### src/rtl/core/hrls_pkg.sv
package hrls_pkg;

    localparam int PIX_W    = 8;
    localparam int LIMIT_W  = 6;
    localparam int CNT_W    = 7;
    localparam int QDEPTH   = 4;
    localparam int QPTR_W   = 2;

    localparam logic [PIX_W-1:0]   PIX_BLACK       = 8'h00;
    localparam logic [PIX_W-1:0]   PIX_WHITE       = 8'hFF;
    localparam logic [LIMIT_W-1:0] GAP_LIMIT_RESET = 6'd30;

    // One burst for the output side: a run of count pixels of one color,
    // optionally followed by a single black pixel.
    typedef struct packed {
        logic [CNT_W-1:0] count;
        logic             white;
        logic             tail;
        logic             row;
    } cmd_t;

    typedef struct packed {
        logic full;
        logic empty;
    } q_stat_t;

endpackage

### src/rtl/core/hrls_front.sv
module hrls_front #(
    parameter int MAX_GAP = 63
) (
    input  logic                          clk,
    input  logic                          rst_n,
    input  logic                          cfg_valid,
    output logic                          cfg_ready,
    input  logic [hrls_pkg::LIMIT_W-1:0]  cfg_data,
    input  logic                          in_valid,
    output logic                          in_stall,
    input  logic [hrls_pkg::PIX_W-1:0]    pixel_in,
    input  logic                          row_end,
    input  hrls_pkg::q_stat_t             q_stat,
    output logic                          push,
    output hrls_pkg::cmd_t                push_cmd
);

    localparam logic [7:0] MAX_GAP_V = 8'(MAX_GAP);

    logic [hrls_pkg::LIMIT_W-1:0] gap_limit_reg;
    logic                         black_seen_reg, black_seen_next;
    logic [hrls_pkg::CNT_W-1:0]   gap_count_reg, gap_count_next;
    logic [hrls_pkg::LIMIT_W-1:0] limit;
    logic [hrls_pkg::CNT_W-1:0]   gap_inc;
    logic                         accept;
    logic                         push_want;
    hrls_pkg::cmd_t               cmd;

    assign cfg_ready = 1'b1;
    assign in_stall  = q_stat.full;
    assign accept    = in_valid && !q_stat.full;

    // The limit in force is the smaller of the register and MAX_GAP.
    assign limit   = ({2'b00, gap_limit_reg} > MAX_GAP_V) ? MAX_GAP_V[hrls_pkg::LIMIT_W-1:0]
                                                         : gap_limit_reg;
    assign gap_inc = gap_count_reg + 7'd1;

    always_comb
    begin
        cmd             = '0;
        push_want       = 1'b0;
        black_seen_next = black_seen_reg;
        gap_count_next  = gap_count_reg;
        priority if (pixel_in == hrls_pkg::PIX_BLACK)
        begin
            cmd.count       = gap_count_reg;
            cmd.white       = gap_count_reg > {1'b0, limit};
            cmd.tail        = 1'b1;
            push_want       = 1'b1;
            black_seen_next = 1'b1;
            gap_count_next  = '0;
        end
        else if (!black_seen_reg)
        begin
            cmd.count = 7'd1;
            cmd.white = 1'b1;
            push_want = 1'b1;
        end
        else if ((gap_inc > {1'b0, limit}) || row_end)
        begin
            cmd.count       = gap_inc;
            cmd.white       = 1'b1;
            push_want       = 1'b1;
            black_seen_next = 1'b0;
            gap_count_next  = '0;
        end
        else
        begin
            gap_count_next = gap_inc;
        end
        if (row_end)
        begin
            black_seen_next = 1'b0;
            gap_count_next  = '0;
        end
        cmd.row = row_end;
    end

    assign push     = accept && push_want;
    assign push_cmd = cmd;

    always_ff @(posedge clk or negedge rst_n)
    begin
        if (!rst_n)
        begin
            gap_limit_reg  <= hrls_pkg::GAP_LIMIT_RESET;
            black_seen_reg <= 1'b0;
            gap_count_reg  <= '0;
        end
        else
        begin
            if (cfg_valid)
            begin
                gap_limit_reg <= cfg_data;
            end
            if (accept)
            begin
                black_seen_reg <= black_seen_next;
                gap_count_reg  <= gap_count_next;
            end
        end
    end

`ifndef SYNTH
    a_gap_needs_black : assert property (@(posedge clk) disable iff (!rst_n)
        !black_seen_reg |-> gap_count_reg == '0)
        else $error("held gap without a preceding black pixel");
    a_gap_bounded : assert property (@(posedge clk) disable iff (!rst_n)
        gap_count_reg < 7'd64)
        else $error("held gap count out of range");
`endif

endmodule

### src/rtl/core/hrls_queue.sv
module hrls_queue (
    input  logic              clk,
    input  logic              rst_n,
    input  logic              push,
    input  hrls_pkg::cmd_t    push_cmd,
    input  logic              pop,
    output hrls_pkg::cmd_t    head,
    output hrls_pkg::q_stat_t q_stat
);

    hrls_pkg::cmd_t                entries_reg [hrls_pkg::QDEPTH];
    logic [hrls_pkg::QPTR_W-1:0]   wr_ptr_reg;
    logic [hrls_pkg::QPTR_W-1:0]   rd_ptr_reg;
    logic [hrls_pkg::QPTR_W:0]     fill_reg;

    assign head         = entries_reg[rd_ptr_reg];
    assign q_stat.full  = fill_reg == (hrls_pkg::QPTR_W+1)'(hrls_pkg::QDEPTH);
    assign q_stat.empty = fill_reg == '0;

    always_ff @(posedge clk)
    begin
        if (push)
        begin
            entries_reg[wr_ptr_reg] <= push_cmd;
        end
    end

    always_ff @(posedge clk or negedge rst_n)
    begin
        if (!rst_n)
        begin
            wr_ptr_reg <= '0;
            rd_ptr_reg <= '0;
            fill_reg   <= '0;
        end
        else
        begin
            if (push)
            begin
                wr_ptr_reg <= wr_ptr_reg + 1'b1;
            end
            if (pop)
            begin
                rd_ptr_reg <= rd_ptr_reg + 1'b1;
            end
            if (push && !pop)
            begin
                fill_reg <= fill_reg + 1'b1;
            end
            else if (pop && !push)
            begin
                fill_reg <= fill_reg - 1'b1;
            end
        end
    end

`ifndef SYNTH
    a_no_overflow : assert property (@(posedge clk) disable iff (!rst_n)
        !(push && q_stat.full) && !(pop && q_stat.empty))
        else $error("queue overflow or underflow");
`endif

endmodule

### src/rtl/core/hrls_back.sv
module hrls_back (
    input  logic                        clk,
    input  logic                        rst_n,
    input  hrls_pkg::cmd_t              head,
    input  hrls_pkg::q_stat_t           q_stat,
    output logic                        pop,
    output logic                        out_valid,
    input  logic                        out_stall,
    output logic [hrls_pkg::PIX_W-1:0]  pixel_out,
    output logic                        burst_last,
    output logic                        row_last
);

    logic [hrls_pkg::CNT_W-1:0] sent_reg, sent_next;
    logic                       out_valid_reg;
    logic [hrls_pkg::PIX_W-1:0] pixel_out_reg;
    logic                       burst_last_reg;
    logic                       row_last_reg;
    logic                       in_run;
    logic                       fin;
    logic [hrls_pkg::PIX_W-1:0] pix;
    logic                       adv;
    logic                       take;

    assign in_run = sent_reg < head.count;
    assign adv    = !out_valid_reg || !out_stall;
    assign take   = adv && !q_stat.empty;

    always_comb
    begin
        if (in_run)
        begin
            pix = head.white ? hrls_pkg::PIX_WHITE : hrls_pkg::PIX_BLACK;
            fin = ((sent_reg + 7'd1) == head.count) && !head.tail;
        end
        else
        begin
            pix = hrls_pkg::PIX_BLACK;
            fin = 1'b1;
        end
        sent_next = sent_reg;
        if (take)
        begin
            sent_next = fin ? '0 : sent_reg + 7'd1;
        end
    end

    assign pop = take && fin;

    always_ff @(posedge clk or negedge rst_n)
    begin
        if (!rst_n)
        begin
            sent_reg      <= '0;
            out_valid_reg <= 1'b0;
        end
        else
        begin
            sent_reg <= sent_next;
            if (adv)
            begin
                out_valid_reg <= !q_stat.empty;
            end
        end
    end

    always_ff @(posedge clk)
    begin
        if (take)
        begin
            pixel_out_reg  <= pix;
            burst_last_reg <= fin;
            row_last_reg   <= fin && head.row;
        end
    end

    assign out_valid  = out_valid_reg;
    assign pixel_out  = pixel_out_reg;
    assign burst_last = burst_last_reg;
    assign row_last   = row_last_reg;

`ifndef SYNTH
    a_burst_has_cmd : assert property (@(posedge clk) disable iff (!rst_n)
        (sent_reg != '0) |-> !q_stat.empty)
        else $error("burst in progress without a queued command");
`endif

endmodule

### src/rtl/core/horizontal_run_length_smoothing_core.sv
// Horizontal run-length smoothing of a grayscale pixel stream. A zero pixel
// is black and any other value is white; a white gap of at most gap_limit
// pixels (capped at MAX_GAP) between two black pixels of one row is filled
// black, while longer, leading and trailing gaps stay white. Output pixels are
// 0 or 255 in input order, with burst_last on the last result of each item and
// row_last on the final pixel of a row. An item that only extends a pending
// gap produces no result at once; the held pixels come out later as a burst.
// The front classifies one item per cycle unless the queue is full, and places
// a burst command in a four-entry queue; the back expands each command at one
// pixel per cycle into the output register unless out_stall is high. A row
// yields exactly as many pixels as it takes, so the sustained rate is one item
// per cycle while out_stall is low, set by the single-pixel output port.
// An item that releases a burst of n pixels (n is at most 64) holds the back
// while the front keeps taking items until the queue fills. gap_limit is
// written through the cfg port, which is always ready.
module horizontal_run_length_smoothing_core #(
    parameter int MAX_GAP = 63
) (
    input  logic                          clk,
    input  logic                          rst_n,
    input  logic                          cfg_valid,
    output logic                          cfg_ready,
    input  logic [hrls_pkg::LIMIT_W-1:0]  cfg_data,
    input  logic                          in_valid,
    output logic                          in_stall,
    input  logic [hrls_pkg::PIX_W-1:0]    pixel_in,
    input  logic                          row_end,
    output logic                          out_valid,
    input  logic                          out_stall,
    output logic [hrls_pkg::PIX_W-1:0]    pixel_out,
    output logic                          burst_last,
    output logic                          row_last
);

    hrls_pkg::q_stat_t q_stat;
    hrls_pkg::cmd_t    push_cmd;
    hrls_pkg::cmd_t    head;
    logic              push;
    logic              pop;

    // Front: gap bookkeeping and burst classification.
    hrls_front #(
        .MAX_GAP (MAX_GAP)
    ) u_front (
        .clk       (clk),
        .rst_n     (rst_n),
        .cfg_valid (cfg_valid),
        .cfg_ready (cfg_ready),
        .cfg_data  (cfg_data),
        .in_valid  (in_valid),
        .in_stall  (in_stall),
        .pixel_in  (pixel_in),
        .row_end   (row_end),
        .q_stat    (q_stat),
        .push      (push),
        .push_cmd  (push_cmd)
    );

    // Command queue that decouples the two sides.
    hrls_queue u_queue (
        .clk      (clk),
        .rst_n    (rst_n),
        .push     (push),
        .push_cmd (push_cmd),
        .pop      (pop),
        .head     (head),
        .q_stat   (q_stat)
    );

    // Back: expands each command into output pixels.
    hrls_back u_back (
        .clk        (clk),
        .rst_n      (rst_n),
        .head       (head),
        .q_stat     (q_stat),
        .pop        (pop),
        .out_valid  (out_valid),
        .out_stall  (out_stall),
        .pixel_out  (pixel_out),
        .burst_last (burst_last),
        .row_last   (row_last)
    );

endmodule

### config.mk
export PLATFORM = sky130hd
export DESIGN_NAME = horizontal_run_length_smoothing_core
export DESIGN_NICKNAME = d
export VERILOG_FILES = /design/src/rtl/core/hrls_pkg.sv /design/src/rtl/core/hrls_front.sv /design/src/rtl/core/hrls_queue.sv /design/src/rtl/core/hrls_back.sv /design/src/rtl/core/horizontal_run_length_smoothing_core.sv
export SDC_FILE = /design/constraint.sdc
export NUM_CORES = 1
export LEC_CHECK = 0
export BUFFER_PORTS_ARGS = -buffer_cell sky130_fd_sc_hd__buf_2
export CAP_MARGIN = 20
export CORE_ASPECT_RATIO = 1.75
export CORE_UTILIZATION = 60
export CTS_BUF_LIST = sky130_fd_sc_hd__clkbuf_8
export CTS_CLUSTER_SIZE = 14
export DETAILED_ROUTE_END_ITERATION = 8
export GPL_TIMING_DRIVEN = 0
export PLACE_DENSITY = 0.82
export SLEW_MARGIN = 20
export SYNTH_ARGS = -nofsm -noshare
export SYNTH_HDL_FRONTEND = slang
export SYNTH_SLANG_ARGS = --single-unit
### constraint.sdc
create_clock -name clk -period 5.1 [get_ports clk]
set_input_delay 0.765 -clock clk [delete_from_list [all_inputs] [get_ports clk]]
set_output_delay 0.765 -clock clk [all_outputs]
set_load 0.01 [all_outputs]
==> results of run 1 <==
## cell type report
type	count	area (um2)
Tap cell	80	100
Inverter	21	78.8
Multi-Input combinational cell	199	1620
Fill cell	441	1910
Buffer	16	111
Clock buffer	10	138
Sequential cell	72	2020
Timing Repair Buffer	31	155
Clock inverter	6	48.8
## where the power goes
group / internal (mW) / leakage, nW / switching, mW
combinational: 0.436 / 0.978 / 0.447
sequential: 0.763 / 0.748 / 0.0855
clock: 0.231 / 0.113 / 0.199
## synthesized netlist by cell type (2+ instances only)
cell type	number	area share, %
dfrtp_1	25	16
nor2b_1	6	0.98
nor2_1	9	0.88
mux2_2	4	1.2
a22oi_1	2	0.39
nand2b_1	5	0.82
nand4_1	2	0.33
and3_1	5	0.82
o21ai_0	6	0.78
o31ai_1	5	0.98
or4_1	2	0.39
o21a_1	8	1.6
buf_6	2	0.59
dfstp_2	4	2.7
buf_4	9	1.8
inv_1	20	2.0
a21o_1	5	0.98
and2_1	6	0.98
or3_1	2	0.33
xnor3_1	3	1.8
nand2_1	28	2.7
ha_1	26	8.5
xor2_1	12	2.7
clkbuf_1	2	0.20
nand3_1	6	0.78
buf_2	2	0.26
edfxtp_1	43	34
xnor2_1	7	1.6
a21oi_1	5	0.65
mux2i_1	3	0.78
mux4_2	9	5.3
o21ai_1	13	1.7
nor3_1	4	0.52
## cells by family after synthesis
kind of cell               count (synthesis)
muxes                                     17
DFF                                       72
other                                      1
AOI/OAI and AO/OA                         51
and+or+nand+nor                           81
xor gates and xnor gates                  22
adders and majority gates                 27
buffers and inverters                     37
## cell usage in the layout (no fill, tap or decap), types with 2 or more instances in the layout
| cell | count |
|---|---|
| a22oi_1 | 2 |
| and3_1 | 5 |
| nand2_1 | 28 |
| o21a_1 | 8 |
| nand2b_1 | 5 |
| or4_1 | 2 |
| o21ai_1 | 13 |
| or3_1 | 2 |
| nor3_1 | 4 |
| mux4_2 | 9 |
| a21oi_1 | 5 |
| o31ai_1 | 5 |
| clkbuf_8 | 10 |
| clkbuf_1 | 2 |
| nor2b_1 | 6 |
| buf_4 | 9 |
| ha_1 | 26 |
| dfstp_2 | 4 |
| xnor2_1 | 7 |
| o21ai_0 | 6 |
| xnor3_1 | 3 |
| mux2i_1 | 3 |
| buf_6 | 2 |
| nand4_1 | 2 |
| dfrtp_1 | 25 |
| buf_2 | 33 |
| and2_1 | 6 |
| edfxtp_1 | 43 |
| nand3_1 | 6 |
| inv_1 | 25 |
| mux2_2 | 4 |
| nor2_1 | 9 |
| a21o_1 | 5 |
| xor2_1 | 12 |
## worst paths after layout
path                                       endpoint  slack, ps  depth (start not counted)
min                             u_queue.fill_reg[1]        450                          1
max in group asynchronous  u_front.gap_count_reg[0]       4190                          1
min reg2reg                     u_queue.fill_reg[2]        490                          1
max reg2reg                     u_queue.fill_reg[1]       1130                         14
min in group clk                u_queue.fill_reg[2]        490                          1
max                             u_queue.fill_reg[1]       1130                         14
## per-layer routing
| layer | up-vias | GRT usage [%] | share of wire (%) |
|---|---|---|---|
| li1 | 1181 | - | - |
| met1 | 1175 | 23.4 | 35 |
| met2 | 88 | 46.0 | 57 |
| met3 | 28 | 5.61 | 3.5 |
| met4 | 0 | 15.6 | 4.3 |
| met5 | - | 0 | 0 |
## worst reg2reg max path, cell delays in order (launching register included)
cell and delay [ps]:
dfrtp_1 520, ha_1 260, nand3_1 180, xor2_1 310, inv_1 80, ha_1 290
a21o_1 160, a21oi_1 160, a21oi_1 130, nor3_1 510, a21oi_2 220, ha_1 280
inv_1 80, fa_1 410, mux2_2 270
## metrics by stage
stage               power [mW]  util [%]  hold WS [ps]
floorplan                 1.52         -           456
global placement          1.70      66.1           471
detailed placement        1.74      66.1           485
CTS                       2.18      69.1           465
global route              2.31      69.1           507
finish                    2.16      69.1           452
==> metrics.md, run 1 <==
| Metric | Value |
|---|---|
| Status | finished, final reports clean |
| Hpwl dp | 5.29 mm |
| RD Place Congestion | 0.886 |
| FF+latch count, synth | 72 |
| CP max stage cell | dfrtp_1 |
| Cell variety after synth | a little over 50 |
| H-tree depth | 3 |
| Worst clock skew | 9.16 ps |
| Crit path launch | u_front.gap_count_reg[0] |
| Clk slew on worst S/H paths | around 70 ps |
| Critical path data required time | about 5300 ps |
| Worst setup EP type | flop |
| Number of buffers and inverters on the critical path | 2 |
| Arr. time, crit path | roughly 4200 ps |
| Syn Nets | around 360 |
| Synth Area in Simple Gates | roughly 11% |
| Share of cells above drive strength 1 | 21.7% |
| Dpl cells | about 420 |
| Dpl cell area | around 4000 um2 |
| Grt ovf | 0 |
| Remaining antenna violation count after routing | 0 |
| First-pass GRT wire length | 12.1 mm |
| CTS tree | done |
| Core Region | just over 6000 um2 |
| Die area | ~6700 um2 |
| Worst setup margin | 1130 ps |
| Xor/xnor cell area share of the yosys netlist | roughly 6.1% |
| Clock latency on the worst-skew pair | 350 ps |
| # Post-CTS Setup Buffers | 0 |
| Pins Over Slew Limit | 0 |
| Worst-Margin Slew | 1050 ps |
| Clk buf depth | 2 |
| Drt initial violations | 223 |
| Die boundary height | roughly 110 um |
| Post-Syn Area | ~3800 um2 |
| Delay-heaviest family, CP | adder cells |
| Syn. warnings | 0 |
| DRT Pass-1 Iters | 4 |
| Ys flop type | edfxtp_1 |
| Worst R2R Start | u_front.gap_count_reg[0] |
| CTS root buf | clkbuf_8 |
| Setup violators final | 0 |
| Nets@finish | just under 400 |
| Initial antenna violation count | 0 |
| Largest net degree at the start of global routing | 30 |
| Async SR Flop Fraction | slightly above 40% |
| Final Critical Period | 3970 ps |
| CP dominant cell by count | ha_1 |
| Crit share post-route | approximately 80% |
| Maximum clock rate | between 200 and 300 MHz |
| DRC | 0 |
| Pre-CTS setup slack | about 1200 ps |
| TNS Setup | 0 ps |
| P_leak | roughly 1.8 nW |
| Critical-path cell list | ha_1, nand3_1, xor2_1, inv_1, ha_1, a21o_1, a21oi_1, a21oi_1, nor3_1, a21oi_2, ha_1, inv_1, fa_1, mux2_2 |
| WL per Instance | between 15 and 20 um |
| Total GRT Usage | ~24% |
| DR vias | 2472 |
| Crit path largest cell delay | around 520 ps |
| Sink Count | 72 |
| Fin. Hold Viols | 0 |
| Final WL | ~7.0 mm |
| Critical-path maximum fanout | 9 |
| Post-synth EDFFs | 43 |
| Worst setup SP type | flop |
| Total CTS buffers | 9 |
| CTS Hold Bufs | 0 |
| Inserted Diodes | 0 |
| Initial Utilization | just over 60% |
| Mux share of post-synthesis cell area | under 10% |
| Max VDD drop | 0.291 mV |
| Max-cap violations | 0 |
| # port buffers | 31 |
| Synthesis-to-finish area growth | 11.5% |
| WS Path Type | flop to flop |
| Vias in the first global route | roughly 2600 |
| Mean area per synthesized cell | approximately 12 um2 |
| Relative slew slack | between 20% and 30% |
| Die width | 62.4 um |
| Synth Area in Adders | about 9.0% |
| Num ports | 33 |
| Post-synthesis cell count | ~300 |
| Finished Layout Cells | 435 |
| Final Cell Area | between 4000 and 5000 um2 |
| Synth Area in Compound Gates | under 10% |
| Vias/cell | between 5 and 6 |
| Rows | 38 |
| Post-CTS sizing | 0 |
| Unrepaired setup endpoints after global routing | no |
| Main combinational cell family by area after synthesis | simple AND/OR/NAND/NOR gates |
| Tightest Hold Check Type | input pin to asynchronous set/reset pin |
| Sequential area share after synthesis | 52.8% |
| Flip-flop count of the largest register after layout | 40 |
| Power per cell area | between 500 and 600 nW/um2 |
(Power assumes the default switching activity.)
==> run 2: changes to the inputs <==
- clock period: 5.1 -> 4.1 ns (I/O delays scaled with it)
==> metrics.md, run 2 (synthesized netlist as in run 1, its figures left out) <==
| Metric | Value |
|---|---|
| Leading cell type in the layout, fill and taps excluded | edfxtp_1 |
| Crit share post-route | 92.5% (+15 points) |
| Switch share | 33.9% (about the same) |
| CTS tree | done |
| Remaining antenna violation count after routing | 0 (unchanged) |
| Sink Count | 72 (unchanged) |
| Share of cells above drive strength 1 | 22.5% (+0.85 points) |
| Total Power | 2.69 mW (+24%) |
| Fin. Hold Viols | 0 (unchanged) |
| Finished Layout Cells | 435 (unchanged) |
| Final WL | 7.02 mm (about the same) |
| DRC | 0 (unchanged) |
| Die boundary height | 108 um (unchanged) |
| Die width | 62.4 um (unchanged) |
| Most frequent cells in the layout | edfxtp_1, buf_2, nand2_1, ha_1, inv_1 |
| DRT Pass-1 Iters | 4 (unchanged) |
| Clk buf depth | 2 (unchanged) |
| Die area | 6720 um2 (unchanged) |
| CP max stage cell | mux4_2 |
| Maximum clock rate | 264 MHz (+4.6%) |
| Dpl cells | 419 (unchanged) |
| Clock latency on the worst-skew pair | 350 ps (about the same) |
| H-tree depth | 3 (unchanged) |
| Worst setup EP type | flop |
| Arr. time, crit path | 4070 ps (-140 ps) |
| Critical path data required time | 4380 ps (-960 ps) |
| Vias in the first global route | 2601 (unchanged) |
| Grt ovf | 0 (unchanged) |
| Core Region | 6180 um2 (unchanged) |
| Hpwl dp | 5.29 mm (unchanged) |
| Largest net degree at the start of global routing | 30 (unchanged) |
| Delay-heaviest family, CP | compound AO/OA/AOI/OAI gates |
| Power per cell area | 627 nW/um2 (+24%) |
| Flip-flop count of the largest register after layout | 40 (unchanged) |
| Synthesis-to-finish area growth | 11.9% |
| # Post-CTS Setup Buffers | 0 (unchanged) |
| Max VDD drop | 0.362 mV (+24%) |
| RD Place Congestion | 0.886 (unchanged) |
| Number of buffers and inverters on the critical path | 4 (+2) |
| Unrepaired setup endpoints after global routing | no |
| Total GRT Usage | 24.5% (unchanged) |
| Clk slew on worst S/H paths | 70 ps (about the same) |
| # port buffers | 31 (unchanged) |
| Combinational share of power | 40.9% (about the same) |
| Initial antenna violation count | 0 (unchanged) |
| Total CTS buffers | 9 (unchanged) |
| Setup violators final | 0 (unchanged) |
| Vias/cell | 5.57 (-2.0%) |
| Final Critical Period | 3790 ps (-174 ps) |
| P_sw | 911 uW (+25%) |
| Status | finished, final reports clean |
| WS Path Type | flop to flop |
| Worst-Margin Slew | 1030 ps (-20.9 ps) |
| CTS root buf | clkbuf_8 |
| Clock power frac | 19.9% (about the same) |
| Max-cap violations | 0 (unchanged) |
| Crit path largest cell delay | 500 ps (-20 ps) |
| Critical-path maximum fanout | 10 (+1) |
| Worst clock skew | 9.51 ps (+0.353 ps) |
| Nets@finish | 397 (unchanged) |
| Inserted Diodes | 0 (unchanged) |
| Num ports | 33 (unchanged) |
| Pins Over Slew Limit | 0 (unchanged) |
| Initial Utilization | 62.0% (unchanged) |
| Internal Dissipation | 1.78 mW (+24%) |
| Drt initial violations | 183 (-18%) |
| WL per Instance | 16.1 um (about the same) |
| Flop pwr share | 39.2% (about the same) |
| P_leak | 1.84 nW (about the same) |
| DR vias | 2422 (-2.0%) |
| Post-CTS sizing | 0 (unchanged) |
| Rows | 38 (unchanged) |
| Worst setup SP type | flop |
| First-pass GRT wire length | 12.1 mm (unchanged) |
| Relative slew slack | 30.7% (+1.4 points) |
| Tightest Hold Check Type | input pin to asynchronous set/reset pin |
| Critical-path cell list | buf_6, mux4_2, inv_1, ha_1, nor2b_1, o21a_1, o21a_1, o2111ai_1, o211ai_2, buf_6, nand2_2, ha_1, inv_1, fa_1, xor2_1, nor2_1, xor2_1 |
| TNS Setup | 0 ps (unchanged) |
| CTS Hold Bufs | 0 (unchanged) |
-- run 2: layout make-up --
| type | instances | area (um2) |
|---|---|---|
| buffer | 16 | 111 |
| clock buffer | 10 | 138 |
| clock inverter | 6 | 48.8 |
| fill | 439 | 1890 |
| inverter | 21 | 78.8 |
| multi-input combinational | 199 | 1630 |
| sequential | 72 | 2020 |
| tap | 80 | 100 |
| timing repair buffer | 31 | 155 |
-- run 2: worst paths after layout --
path | start | endpoint | slack [ps] | cells past startpoint
worst min register to register | u_queue.fill_reg[2] | u_queue.fill_reg[2] | 490 | 1
worst max-delay path | u_queue.rd_ptr_reg[0] | u_queue.fill_reg[2] | 310 | 17
max in group asynchronous | rst_n | u_front.gap_count_reg[0] | 3290 | 1
worst min-delay path | rst_n | u_queue.fill_reg[1] | 300 | 1
min in group clk | cfg_data[5] | u_front.gap_limit_reg[5] | 460 | 3
worst max register to register | u_queue.rd_ptr_reg[0] | u_queue.fill_reg[2] | 310 | 17
-- run 2: power groups by stage --
stage	clock, mW	combinational (mW)	sequential (mW)
after floorplan	0	0.845	1.05
after global placement	0	1.06	1.06
after detailed placement	0	1.10	1.07
after CTS	0.544	1.11	1.06
after global routing	0.573	1.22	1.08
final	0.536	1.10	1.05
-- run 2: metal layers --
metal / track usage [%] / vias up / share of wire, %
met5: 0 / - / 0
met2: 46.0 / 74 / 58
met3: 5.61 / 17 / 3.6
li1: - / 1179 / -
met4: 15.6 / 0 / 3.6
met1: 23.4 / 1152 / 35
-- run 2: stage by stage --
| stage | instance area, um2 | worst slack, ps | util (%) | hold slack (ps) |
|---|---|---|---|---|
| CTS | 4270 | 163 | 69.1 | 315 |
| finish | 4290 | 308 | 69.4 | 302 |
| global placement | 4090 | 349 | 66.1 | 471 |
| floorplan | 3830 | 715 | - | 319 |
| detailed placement | 4090 | 189 | 66.1 | 485 |
| global route | 4290 | 80.1 | 69.4 | 357 |
-- run 2: worst register-to-register path, cell delays in order (launching register included) --
cell	delay, ps
dfrtp_1	460
buf_6	210
mux4_2	510
inv_1	80
ha_1	220
nor2b_1	130
o21a_1	160
o21a_1	170
o2111ai_1	300
o211ai_2	190
buf_6	190
nand2_2	80
ha_1	170
inv_1	60
fa_1	380
xor2_1	170
nor2_1	110
xor2_1	150
==> run 3: changes to the inputs <==
- CORE_MARGIN: unset -> 2
- PLACE_DENSITY: 0.82 -> 0.79
- SYNTH_HIERARCHICAL: unset -> 1
==> metrics.md, run 3 <==
| Metric | Value |
|---|---|
| Vias in the first global route | 2667 (+2.5%) |
| Die area | 7250 um2 (+7.9%) |
| Power per cell area | 662 nW/um2 (+5.5%) |
| Grt ovf | 0 (unchanged) |
| Die boundary height | 111 um (+3.2%) |
| Xor/xnor cell area share of the yosys netlist | 4.00% (-2.1 points) |
| Pins Over Slew Limit | 0 (unchanged) |
| Vias/cell | 5.73 (+2.9%) |
| DRC | 0 (unchanged) |
| Cell variety after synth | 58 (+14%) |
| Number of buffers and inverters on the critical path | 2 (-2) |
| Final Critical Period | 3780 ps (-13.5 ps) |
| H-tree depth | 3 (unchanged) |
| Worst setup margin | 322 ps (+13.5 ps) |
| Drt initial violations | 140 (-23%) |
| WS Path Type | flop to flop |
| Most numerous cell in the Yosys netlist | edfxtp_1 |
| Worst setup SP type | flop |
| Worst clock skew | 8.47 ps (-1.04 ps) |
| Core Region | 6440 um2 (+4.2%) |
| Critical-path cell list | ha_1, nand3_2, xor2_1, inv_1, ha_1, nand3_1, a21o_1, a21oi_2, nor2_4, a21oi_2, ha_1, inv_1, fa_1, xor2_1, nor2_1, xor2_1 |
| DRT Pass-1 Iters | 4 (unchanged) |
| Post-synth EDFFs | 43 (unchanged) |
| Worst-Margin Slew | 715 ps (-316 ps) |
| Synth Area in Simple Gates | 13.4% (+2.5 points) |
| Sink Count | 72 (unchanged) |
| First-pass GRT wire length | 12.4 mm (+2.0%) |
| Clk slew on worst S/H paths | 80 ps (about the same) |
| Sequential area share after synthesis | 51.4% (-1.4 points) |
| RD Place Congestion | 0.855 (-3.6%) |
| Setup violators final | 0 (unchanged) |
| Async SR Flop Fraction | 40.3% (unchanged) |
| Clk buf depth | 2 (unchanged) |
| Fin. Hold Viols | 0 (unchanged) |
| # port buffers | 31 (unchanged) |
| P_leak | 1.85 nW (+0.56%) |
| Most frequent cells after synthesis | edfxtp_1, ha_1, dfrtp_1 |
| Ys flop type | edfxtp_1 |
| Finished Layout Cells | 445 (+2.3%) |
| Max VDD drop | 0.404 mV (+11%) |
| Synth Area in Adders | 8.77% (-0.24 points) |
| Hold_ws | 318 ps (+15.8 ps) |
| Dpl cells | 429 (+2.4%) |
| TNS Setup | 0 ps (unchanged) |
| Clock latency on the worst-skew pair | 350 ps (about the same) |
| Synth area leaders | edfxtp_1, dfrtp_1, ha_1, mux4_2, dfstp_2 |
| Final Cell Area | 4450 um2 (+3.9%) |
| Share of cells above drive strength 1 | 25.9% (+3.4 points) |
| Final WL | 7.43 mm (+5.9%) |
| WL per Instance | 16.7 um (+3.5%) |
| Most frequent cells in the layout | edfxtp_1, buf_2, ha_1, dfrtp_1, nand2_1 |
| Tightest Hold Check Type | input pin to asynchronous set/reset pin |
| Relative slew slack | 52.4% (+22 points) |
| Crit path largest cell delay | 440 ps (-60 ps) |
| # Post-CTS Setup Buffers | 0 (unchanged) |
| Dpl cell area | 4200 um2 (+2.6%) |
| Post-Syn Area | 3940 um2 (+2.7%) |
| Main combinational cell family by area after synthesis | simple AND/OR/NAND/NOR gates |
| Synth top area share | 32.8% (-0.90 points) |
| Maximum clock rate | 265 MHz (+0.36%) |
| Final Util | 69.1% (-0.24 points) |
| Nets@finish | 405 (+2.0%) |
| Leading cell type in the layout, fill and taps excluded | edfxtp_1 |
| CTS tree | done |
| Die width | 65.2 um (+4.5%) |
| Syn. warnings | 6 (+6) |
| Num ports | 33 (unchanged) |
| Total Power | 2.95 mW (+9.5%) |
| Total GRT Usage | 23.0% (-1.5 points) |
| Flip-flop count of the largest register after layout | 40 (unchanged) |
| Arr. time, crit path | 4050 ps (-20 ps) |
| Pre-CTS setup slack | 250 ps (+61.2 ps) |
| Unrepaired setup endpoints after global routing | no |
| Dominant cell type by area after synthesis | edfxtp_1 |
| Total CTS buffers | 9 (unchanged) |
| Initial Utilization | 61.1% (-0.87 points) |
| Mean area per synthesized cell | 12.5 um2 (+0.14%) |
| Synthesis-to-finish area growth | 13.1% |
| Inserted Diodes | 0 (unchanged) |
| Syn Nets | 363 (+2.3%) |
| Worst setup EP type | flop |
| Initial antenna violation count | 0 (unchanged) |
| Rows | 39 (+2.6%) |
| Crit share post-route | 92.1% (-0.33 points) |
| Remaining antenna violation count after routing | 0 (unchanged) |
| Largest net degree at the start of global routing | 30 (unchanged) |
| Critical-path maximum fanout | 10 (unchanged) |
| FF+latch count, synth | 72 (unchanged) |
| DR vias | 2549 (+5.2%) |
| Delay-heaviest family, CP | adder cells |
| Post-synthesis cell count | 316 (+2.6%) |
| Hpwl dp | 5.55 mm (+4.9%) |
| Status | finished, final reports clean |
| CP max stage cell | dfrtp_1 |
| CTS root buf | clkbuf_8 |
| Max-cap violations | 0 (unchanged) |
| Critical path data required time | 4370 ps (about the same) |
| Synth Area in Compound Gates | 10.2% (+1.5 points) |
| Mux share of post-synthesis cell area | 7.05% (-0.49 points) |
## run 3: layout make-up
| class | instances | area (um2) |
|---|---|---|
| Buffer | 16 | 118 |
| Clock buffer | 11 | 151 |
| Clock inverter | 5 | 103 |
| Fill cell | 462 | 1990 |
| Inverter | 23 | 86.3 |
| Multi-Input combinational cell | 205 | 1720 |
| Sequential cell | 72 | 2020 |
| Tap cell | 82 | 103 |
| Timing Repair Buffer | 31 | 155 |
## run 3: where the power goes
part           switching (mW)  internal, mW
sequential              0.133         0.960
clock                   0.259         0.436
combinational           0.625         0.534
total                    1.02          1.93
## run 3: path summary, 6_finish.rpt
kind,startpoint,to,slack (ps),cells after the start
setup / recovery,u_front/gap_count_reg[1],u_queue/fill_reg[2],320,16
min in group clk,cfg_data[1],u_front/gap_limit_reg[1],480,3
setup reg to reg,u_front/gap_count_reg[1],u_queue/fill_reg[2],320,16
max in group asynchronous,rst_n,u_front/gap_count_reg[4],3330,1
hold / removal,rst_n,u_back/sent_reg[2],320,1
hold reg to reg,u_queue/fill_reg[2],u_queue/fill_reg[2],500,1
## run 3: repair_timing
item,in CTS,in global routing
gates resized for setup,0,1
hold endpoints to repair,0,0
setup endpoints to repair,0,2
hold buffers,0,0
## run 3: routing by layer
metal  vias up  track usage [%]  share of wire (%)
met5         -                0                  0
met4         0             11.0                3.0
met3        19             4.87                3.0
met2        57             42.4                 58
met1      1234             23.7                 36
li1       1239                -                  -
## run 3: cells by family (layout without fill, tap and decap cells)
group | Yosys count | in the layout
AND/OR/NAND/NOR | 89 | 89
other | 1 | 1
adder cells (fa/ha/maj) | 27 | 27
buffers and inverters | 39 | 86
AO/OA/AOI/OAI | 56 | 56
multiplexers | 14 | 14
XOR/XNOR | 18 | 18
flip-flops | 72 | 72
